===== config.mk =====
export PLATFORM = sky130hd
export DESIGN_NAME = ipv4_transport_checksum_core
export DESIGN_NICKNAME = d
export VERILOG_FILES = /design/src/design/itc_pkg.sv /design/src/design/ipv4_transport_checksum_core.sv /design/src/design/itc_acc.sv
export SDC_FILE = /design/constraint.sdc
export NUM_CORES = 1
export LEC_CHECK = 0
export BUFFER_PORTS_ARGS = -buffer_cell sky130_fd_sc_hd__buf_4
export CAP_MARGIN = 30
export CORE_MARGIN = 1
export CORE_UTILIZATION = 65
export CTS_BUF_LIST = sky130_fd_sc_hd__clkbuf_8
export DETAILED_ROUTE_END_ITERATION = 10
export PLACE_DENSITY = 0.91
export RECOVER_POWER = 25
export SETUP_SLACK_MARGIN = 0.05
export SYNTH_ARGS = -nofsm -noshare
export SYNTH_HDL_FRONTEND = slang
export SYNTH_SLANG_ARGS = --single-unit

===== constraint.sdc =====
create_clock -name clock -period 17.04 [get_ports clock]
set_input_delay 0.852 -clock clock [delete_from_list [all_inputs] [get_ports clock]]
set_output_delay 0.852 -clock clock [all_outputs]
set_load 0.005 [all_outputs]

===== src/design/itc_pkg.sv =====
// itc_pkg: shared types and constants for the ipv4 transport checksum core
// no dependencies; imported by itc_acc and ipv4_transport_checksum_core
package itc_pkg;

   // frame layout
   localparam int unsigned EthHeaderBytes = 14;
   localparam logic [16:0] PosMax         = 17'h1FFFF;
   localparam logic [16:0] IpHdrStart     = 17'(EthHeaderBytes);
   localparam logic [16:0] IpHdrEnd       = 17'd34;
   localparam logic [16:0] ProtoPos       = 17'd23;
   localparam logic [16:0] AddrPos        = 17'd26;

   // checksum mode codes
   typedef enum logic {
      MODE_TRANSPORT = 1'b0,
      MODE_IP_HEADER = 1'b1
   } mode_type;

   // one result item
   typedef struct packed {
      logic        short_frame;
      logic [15:0] checksum;
   } result_type;

   // byte aligned into its half of a big-endian 16-bit word
   function automatic logic [31:0] word_part(input logic [7:0] data, input logic odd);
      word_part = odd ? {24'd0, data} : {16'd0, data, 8'd0};
   endfunction

endpackage


===== src/design/ipv4_transport_checksum_core.sv =====
// ipv4_transport_checksum_core: ipv4 header / tcp-udp checksum over a byte stream
// depends on itc_pkg and itc_acc
//
// channel | dir | handshake            | payload
// req     | in  | req_tvalid/tready    | tdata: frame_byte, segment_length; tlast
// rsp     | out | rsp_tvalid/tready    | tdata: checksum; tuser: short_frame
// csr     | in  | csr_valid/ready      | csr_data: checksum_mode
//
// one byte per cycle while the input does not stall; each byte is held in the input register,
// then added into the accumulator; the frame's result is registered into the output
// register, or the skid, when the last byte advances out of the input register.
// synchronous reset clears the accumulator, mode and all valid flags.
// a two-entry result queue (output register plus skid) absorbs rsp stalls; input
// stalls only when the skid is full and a last byte waits.
module ipv4_transport_checksum_core (
   input  logic        clock,
   input  logic        reset,
   input  logic        req_tvalid,
   output logic        req_tready,
   input  logic [23:0] req_tdata,   // [7:0] frame_byte, [23:8] segment_length
   input  logic        req_tlast,
   output logic        rsp_tvalid,
   input  logic        rsp_tready,
   output logic [15:0] rsp_tdata,   // [15:0] checksum
   output logic        rsp_tuser,   // [0] short_frame
   input  logic        csr_valid,
   output logic        csr_ready,
   input  logic        csr_data
);
   import itc_pkg::*;

   mode_type    mode_ff;
   logic        stage_valid_ff, stage_valid_in;
   logic [7:0]  stage_byte_ff;
   logic        stage_last_ff;
   logic [15:0] stage_len_ff;
   logic        advance, push, pop, req_fire;
   result_type  acc_result;
   result_type  out_ff, out_in, skid_ff, skid_in;
   logic        out_valid_ff, out_valid_in, skid_valid_ff, skid_valid_in;

   // mode register
   assign csr_ready = 1'b1;
   always_ff @(posedge clock) begin
      if (reset) begin
         mode_ff <= MODE_TRANSPORT;
      end else if (csr_valid) begin
         mode_ff <= mode_type'(csr_data);
      end
   end

   // input register stage
   assign advance        = stage_valid_ff && (!stage_last_ff || !skid_valid_ff);
   assign req_tready     = !stage_valid_ff || advance;
   assign req_fire       = req_tvalid && req_tready;
   assign stage_valid_in = req_fire ? 1'b1 : (advance ? 1'b0 : stage_valid_ff);

   always_ff @(posedge clock) begin
      if (reset) begin
         stage_valid_ff <= 1'b0;
      end else begin
         stage_valid_ff <= stage_valid_in;
      end
   end

   always_ff @(posedge clock) begin
      if (req_fire) begin
         stage_byte_ff <= req_tdata[7:0];
         stage_len_ff  <= req_tdata[23:8];
         stage_last_ff <= req_tlast;
      end
   end

   // accumulator
   itc_acc u_acc (
      .clock          (clock),
      .reset          (reset),
      .advance        (advance),
      .mode           (mode_ff),
      .frame_byte     (stage_byte_ff),
      .last_byte      (stage_last_ff),
      .segment_length (stage_len_ff),
      .result         (acc_result)
   );

   // result queue: output register plus skid
   assign push = advance && stage_last_ff;
   assign pop  = out_valid_ff && rsp_tready;

   always_comb begin
      out_in        = out_ff;
      skid_in       = skid_ff;
      out_valid_in  = out_valid_ff;
      skid_valid_in = skid_valid_ff;
      if (!out_valid_ff || pop) begin
         if (skid_valid_ff) begin
            out_in        = skid_ff;
            out_valid_in  = 1'b1;
            skid_valid_in = 1'b0;
         end else begin
            out_in       = acc_result;
            out_valid_in = push;
         end
      end else if (push) begin
         skid_in       = acc_result;
         skid_valid_in = 1'b1;
      end
   end

   always_ff @(posedge clock) begin
      if (reset) begin
         out_valid_ff  <= 1'b0;
         skid_valid_ff <= 1'b0;
      end else begin
         out_valid_ff  <= out_valid_in;
         skid_valid_ff <= skid_valid_in;
      end
   end

   always_ff @(posedge clock) begin
      out_ff  <= out_in;
      skid_ff <= skid_in;
   end

   assign rsp_tvalid = out_valid_ff;
   assign rsp_tdata  = out_ff.checksum;
   assign rsp_tuser  = out_ff.short_frame;

`ifndef NO_ASSERTIONS
   // skid only fills behind a held output
   a_skid_behind_out: assert property (@(posedge clock) disable iff (reset)
      skid_valid_ff |-> out_valid_ff)
      else $error("skid holds a result while output register is empty");

   // a last byte never advances into a full queue
   a_no_push_full: assert property (@(posedge clock) disable iff (reset)
      (stage_valid_ff && stage_last_ff && skid_valid_ff) |-> (!advance && !req_tready))
      else $error("last byte advanced with full result queue");

   // after a finished frame, rsp_tvalid is high the next cycle
   a_push_shows: assert property (@(posedge clock) disable iff (reset)
      push |=> rsp_tvalid)
      else $error("result not presented after frame end");
`endif

endmodule


===== src/design/itc_acc.sv =====
// itc_acc: per-frame checksum accumulator, one byte per advance
// depends on itc_pkg
module itc_acc (
   input  logic                clock,
   input  logic                reset,
   input  logic                advance,
   input  itc_pkg::mode_type   mode,
   input  logic [7:0]          frame_byte,
   input  logic                last_byte,
   input  logic [15:0]         segment_length,
   output itc_pkg::result_type result
);
   import itc_pkg::*;

   logic        first_ff, first_in;
   logic [16:0] pos_ff, pos_in;
   logic [5:0]  ihl_ff, ihl_in;
   logic [15:0] seglen_ff, seglen_in;
   logic [31:0] sum_ff, sum_in;

   logic [16:0] pos_cur;
   logic [5:0]  ihl_cur, ihl_new;
   logic [15:0] seglen_cur;
   logic [31:0] sum_cur, sum_new, add_hdr, add_proto, add_addr, add_seg, total;
   logic [16:0] seg_start, seg_off;
   logic [17:0] need, need_seg, pos_next_len;
   logic [16:0] fold_a;
   logic [15:0] fold_b;

   // frame start view of the state
   always_comb begin
      pos_cur    = first_ff ? 17'd0 : pos_ff;
      ihl_cur    = first_ff ? 6'd0 : ihl_ff;
      seglen_cur = first_ff ? segment_length : seglen_ff;
      sum_cur    = first_ff ? 32'd0 : sum_ff;
      ihl_new    = (pos_cur == IpHdrStart) ? {frame_byte[3:0], 2'b00} : ihl_cur;
   end

   // contributions of this byte; word half follows byte parity since all
   // region starts are even
   always_comb begin
      seg_start = IpHdrStart + {11'd0, ihl_new};
      seg_off   = pos_cur - seg_start;
      add_hdr   = 32'd0;
      add_proto = 32'd0;
      add_addr  = 32'd0;
      add_seg   = 32'd0;
      if (mode == MODE_IP_HEADER) begin
         if (pos_cur >= IpHdrStart && pos_cur < IpHdrEnd)
            add_hdr = word_part(frame_byte, pos_cur[0]);
      end else begin
         if (pos_cur == ProtoPos)
            add_proto = {24'd0, frame_byte};
         if (pos_cur >= AddrPos && pos_cur < IpHdrEnd)
            add_addr = word_part(frame_byte, pos_cur[0]);
         if (pos_cur >= seg_start && seg_off < {1'b0, seglen_cur})
            add_seg = word_part(frame_byte, pos_cur[0]);
      end
      sum_new = sum_cur + add_hdr + add_proto + add_addr + add_seg;
   end

   // end of frame: pseudo-header length (transport mode), short check, fold and invert
   always_comb begin
      need_seg     = {1'b0, seg_start} + {2'd0, seglen_cur};
      pos_next_len = {1'b0, pos_cur} + 18'd1;
      if (mode == MODE_IP_HEADER) begin
         total = sum_new;
         need  = {1'b0, IpHdrEnd};
      end else begin
         total = sum_new + {16'd0, seglen_cur};
         need  = (need_seg < {1'b0, IpHdrEnd}) ? {1'b0, IpHdrEnd} : need_seg;
      end
      fold_a             = {1'b0, total[15:0]} + {1'b0, total[31:16]};
      fold_b             = fold_a[15:0] + {15'd0, fold_a[16]};
      result.checksum    = ~fold_b;
      result.short_frame = pos_next_len < need;
   end

   // next state
   always_comb begin
      first_in  = first_ff;
      pos_in    = pos_ff;
      ihl_in    = ihl_ff;
      seglen_in = seglen_ff;
      sum_in    = sum_ff;
      if (advance) begin
         seglen_in = seglen_cur;
         if (last_byte) begin
            first_in = 1'b1;
            pos_in   = 17'd0;
            ihl_in   = 6'd0;
            sum_in   = 32'd0;
         end else begin
            first_in = 1'b0;
            pos_in   = (pos_cur < PosMax) ? pos_cur + 17'd1 : pos_cur;
            ihl_in   = ihl_new;
            sum_in   = sum_new;
         end
      end
   end

   // state registers
   always_ff @(posedge clock) begin
      if (reset) begin
         first_ff  <= 1'b1;
         pos_ff    <= 17'd0;
         ihl_ff    <= 6'd0;
         seglen_ff <= 16'd0;
         sum_ff    <= 32'd0;
      end else begin
         first_ff  <= first_in;
         pos_ff    <= pos_in;
         ihl_ff    <= ihl_in;
         seglen_ff <= seglen_in;
         sum_ff    <= sum_in;
      end
   end

endmodule

==> run summary <==
Maximum fanout along the worst path - 12
Final setup vio count - 0
Setup TNS - 0 ps
Worst-Skew Late Latency - 490 ps
Die area - 20240 sq um
Vias/cell - 6.486
Final Critical Period - 15710 ps
Core Box Area - 19020 sq um
Post-CTS resize count - 0
Status - finished with violations
Distinct cells, synth - 89
IO Pins - 51
Crit-path slowest cell - a211oi_1
Drt wl/cell - 18.81 um
Clock Path Buffers - 2
Logic pwr share - 0.159
Largest net degree at the start of global routing - 76
Worst setup SP type - register
Worst-case reg-to-reg path depth - 60
Vias in the first global route - 11.06k
Slack of the critical path - 1329 ps
Final WL - 33.88 mm
Drt first-iter violations - 1433
Final core utilization - 0.7248
Worst hold start - u_acc.sum_ff[1]
Register area - 3294 sq um
Detailed Place HPWL - 25.26 mm
GR Overflow Total - 0
Top achievable clock speed - 0.06365 GHz
Synth top area cells - edfxtp_1 14%, dfxtp_1 12%, ha_1 11%
Yosys reg bits - 135
CTS tree - yes
Final Slew Violations - 76
Number of synthesized flops with an enable pin - 59
Pre-antenna DRT Iters - 6
First-pass GRT wire length - 55.41 mm
Initial Utilization - 0.6724
Hold Crit Endpoint - u_acc.sum_ff[1]
Clk pwr share - 0.374
Multi-input logic area - 8896 sq um
H-tree depth - 4
Flop pwr share - 0.467
DIE WIDTH - 142.3 um
Initial antenna violation count - 0
Hold_buf cts - 0
Pwr Density - 55.70 nW/um^2
Kind of cell adding the most delay to the critical path - compound AO/OA/AOI/OAI gates
Fillers - 1420
Routed Antenna Nets - 0
Worst path bufs/invs - 4
Crit path kind - reg -> reg
Fin nets - 1714
Switching Share - 0.3198
Setup WS pre-CTS - 1762 ps
Post-synth top flop - dfxtp_1
RSZ-0062 raised after global routing - no
Rel. slew slack - -1.421
Area leader, netlist - edfxtp_1
Min-Delay Path Class - reg -> reg
Setup slack, reg-to-reg - 1330 ps
# diodes - 0
Clock root buffer - clkbuf_8
Synth Cell Area - 12790 sq um
Ys async rst share - 0
Max_cap viols - 1
DIE HEIGHT - 142.3 um
Synth top area share - 0.1386
Area grow syn2layout - 7.799%
Num rows - 50
Gpl congestion - 1.004
IO Port Bufs - 49
GRT Util Overall - 0.3507
Synth Instances - 1507
Slew @ Worst Pin - 3632 ps
Syn nets - 1693
Int Power - 0.0005222 W
Count of yosys warnings during synthesis - 0
Post-CTS Setup Bufs - 0
Share of cells above drive strength 1 - 0.1012
Worst IR Drop VDD - 0.04976 mV
Top cell by count, worst path - ha_1
Final Skew - 10.85 ps
CTS clock-pin slew for the worst setup and hold paths - 100 ps
Sw Pwr - 0.0002456 W
Failing checks - max-capacitance violations, max-slew violations
Avg Cell Area, Syn - 8.485 sq um
Clock sinks - 135
DRC viols - 0
CP Capture Type - register
Detailed-route via count - 11.68k
Critical R2R Launch - u_acc.pos_ff[12]
Final non-filler cell total - 1801
CTS buffer count - 17
Post-synthesis sequential area ratio - 0.2575
CP arrival - 15940 ps
Crit share post-route - 0.9220
Crit path required time - 17270 ps
# placed instances - 1767
R2r endpoint - rsp_tdata[12]
Hold path depth - 2
Leakage - 5.854 nW
Final Hold Vio Count - 0
CP peak stage delay - 820 ps
-- layer usage --
layer	up-vias	GRT usage	routed length, um
met2	653	0.5694	15420
li1	5417	-	-
met5	-	0	0
met3	125	0.07402	3516
met1	5487	0.4410	13420
met4	0	0.1777	1529
-- registers in the layout, indices dropped and copies added, names as in the netlist --
name,cells
u_acc.sum_ff,32
skid_ff,17
u_acc.pos_ff,17
rsp_tdata,16
stage_len_ff,16
u_acc.seglen_ff,16
stage_byte_ff,8
u_acc.ihl_ff,6
mode_ff,1
rsp_tuser,1
rsp_tvalid,1
skid_valid_ff,1
stage_last_ff,1
stage_valid_ff,1
u_acc.first_ff,1
-- cells in the final DEF (no fill, tap or decap), drive strengths merged, types with 22 or more instances in the layout --
cell type  instances
fa                43
nor2b             44
edfxtp            59
ha               112
clkbuf            52
nand2            137
nor2             146
nor3              42
dfxtp             76
buf               30
mux2i             23
a21oi             83
and2              35
xnor2             58
a22oi             22
inv              107
o21ai             75
nand3             46
xor2              45
a21o              26
a211oi            27
-- power groups by stage --
stage	Sequential [W]	Combinational, W	Clock [W]
floorplan	0.000362	0.0000799	0
global placement	0.000365	0.000113	0
detailed placement	0.000366	0.000118	0
CTS	0.000358	0.000119	0.000288
global route	0.000360	0.000133	0.000299
finish	0.000358	0.000122	0.000287
-- cell type report --
cell class                      count  area share
Multi-Input combinational cell   1213      0.6454
Sequential cell                   135      0.2390
Timing Repair Buffer               65     0.03640
Inverter                           96     0.02614
Tap cell                          260     0.02360
Clock buffer                       17     0.01697
Clock inverter                     15     0.01253
-- synthesized netlist by cell type (all sizes together), types with 5 or more instances --
cell type and number:
nand2b 15, a211oi 27, nor3b 12, xor2 45
a32oi 7, nor4 14, buf 18, and2 35
nand4 18, or3 8, nor2b 44, nand3 46
a22oi 22, a21oi 83, dfxtp 76, o21a 21
fa 43, clkbuf 45, o21bai 9, o31ai 10
nand2 137, nor3 42, nor2 146, a31oi 6
nand3b 9, a21boi 10, xnor2 58, o2111ai 5
edfxtp 59, o21ai 75, inv 95, ha 112
a21o 26, or2 6, mux2 18, o32ai 5
and4 6, and3 9, o211ai 15, mux2i 23
-- how the worst max path moves through the flow --
stage | startpoint | endpoint | depth (start not counted)
global placement | u_acc.pos_ff[1] | rsp_tdata[12] | 60
detailed placement | u_acc.pos_ff[12] | rsp_tdata[12] | 60
finish | u_acc.pos_ff[12] | rsp_tdata[12] | 60
CTS | u_acc.pos_ff[12] | rsp_tdata[12] | 60
floorplan | u_acc.first_ff | rsp_tdata[12] | 62
global route | u_acc.pos_ff[1] | rsp_tdata[12] | 60
-- tightest hold or removal path, delay by kind of cell, from the launching register on --
family / cells / cell delay, ps
flip-flops: 1 / 320
AND/OR/NAND/NOR: 1 / 50
AO/OA/AOI/OAI: 1 / 50
-- cell families (layout without fill, tap and decap cells) --
kind of cell             Yosys count  in the layout  synth area share
AO/OA/AOI/OAI                    352            352            0.1870
multiplexers                      41             41           0.03385
AND/OR/NAND/NOR                  561            561            0.2236
other                              1              1         0.0002933
adder cells (fa/ha/maj)          155            155            0.1769
flip-flops                       135            135            0.2575
XOR/XNOR                         103            103           0.07290
buffers and inverters            159            193           0.04794
-- per-stage QoR --
| step | total power, W | hold WS, ps | cell area [sq um] |
|---|---|---|---|
| 6_report | 0.0007678 | 464.1 | 13780 |
| 5_1_grt | 0.0007915 | 488.0 | 13780 |
| 4_1_cts | 0.0007651 | 463.3 | 13760 |
| 3_5_place_dp | 0.0004832 | 436.5 | 13350 |
| 3_3_place_gp | 0.0004782 | 439.9 | 13350 |
| 2_1_floorplan | 0.0004416 | 420.9 | 12790 |
Note: power is estimated with default switching activity, not from simulation.
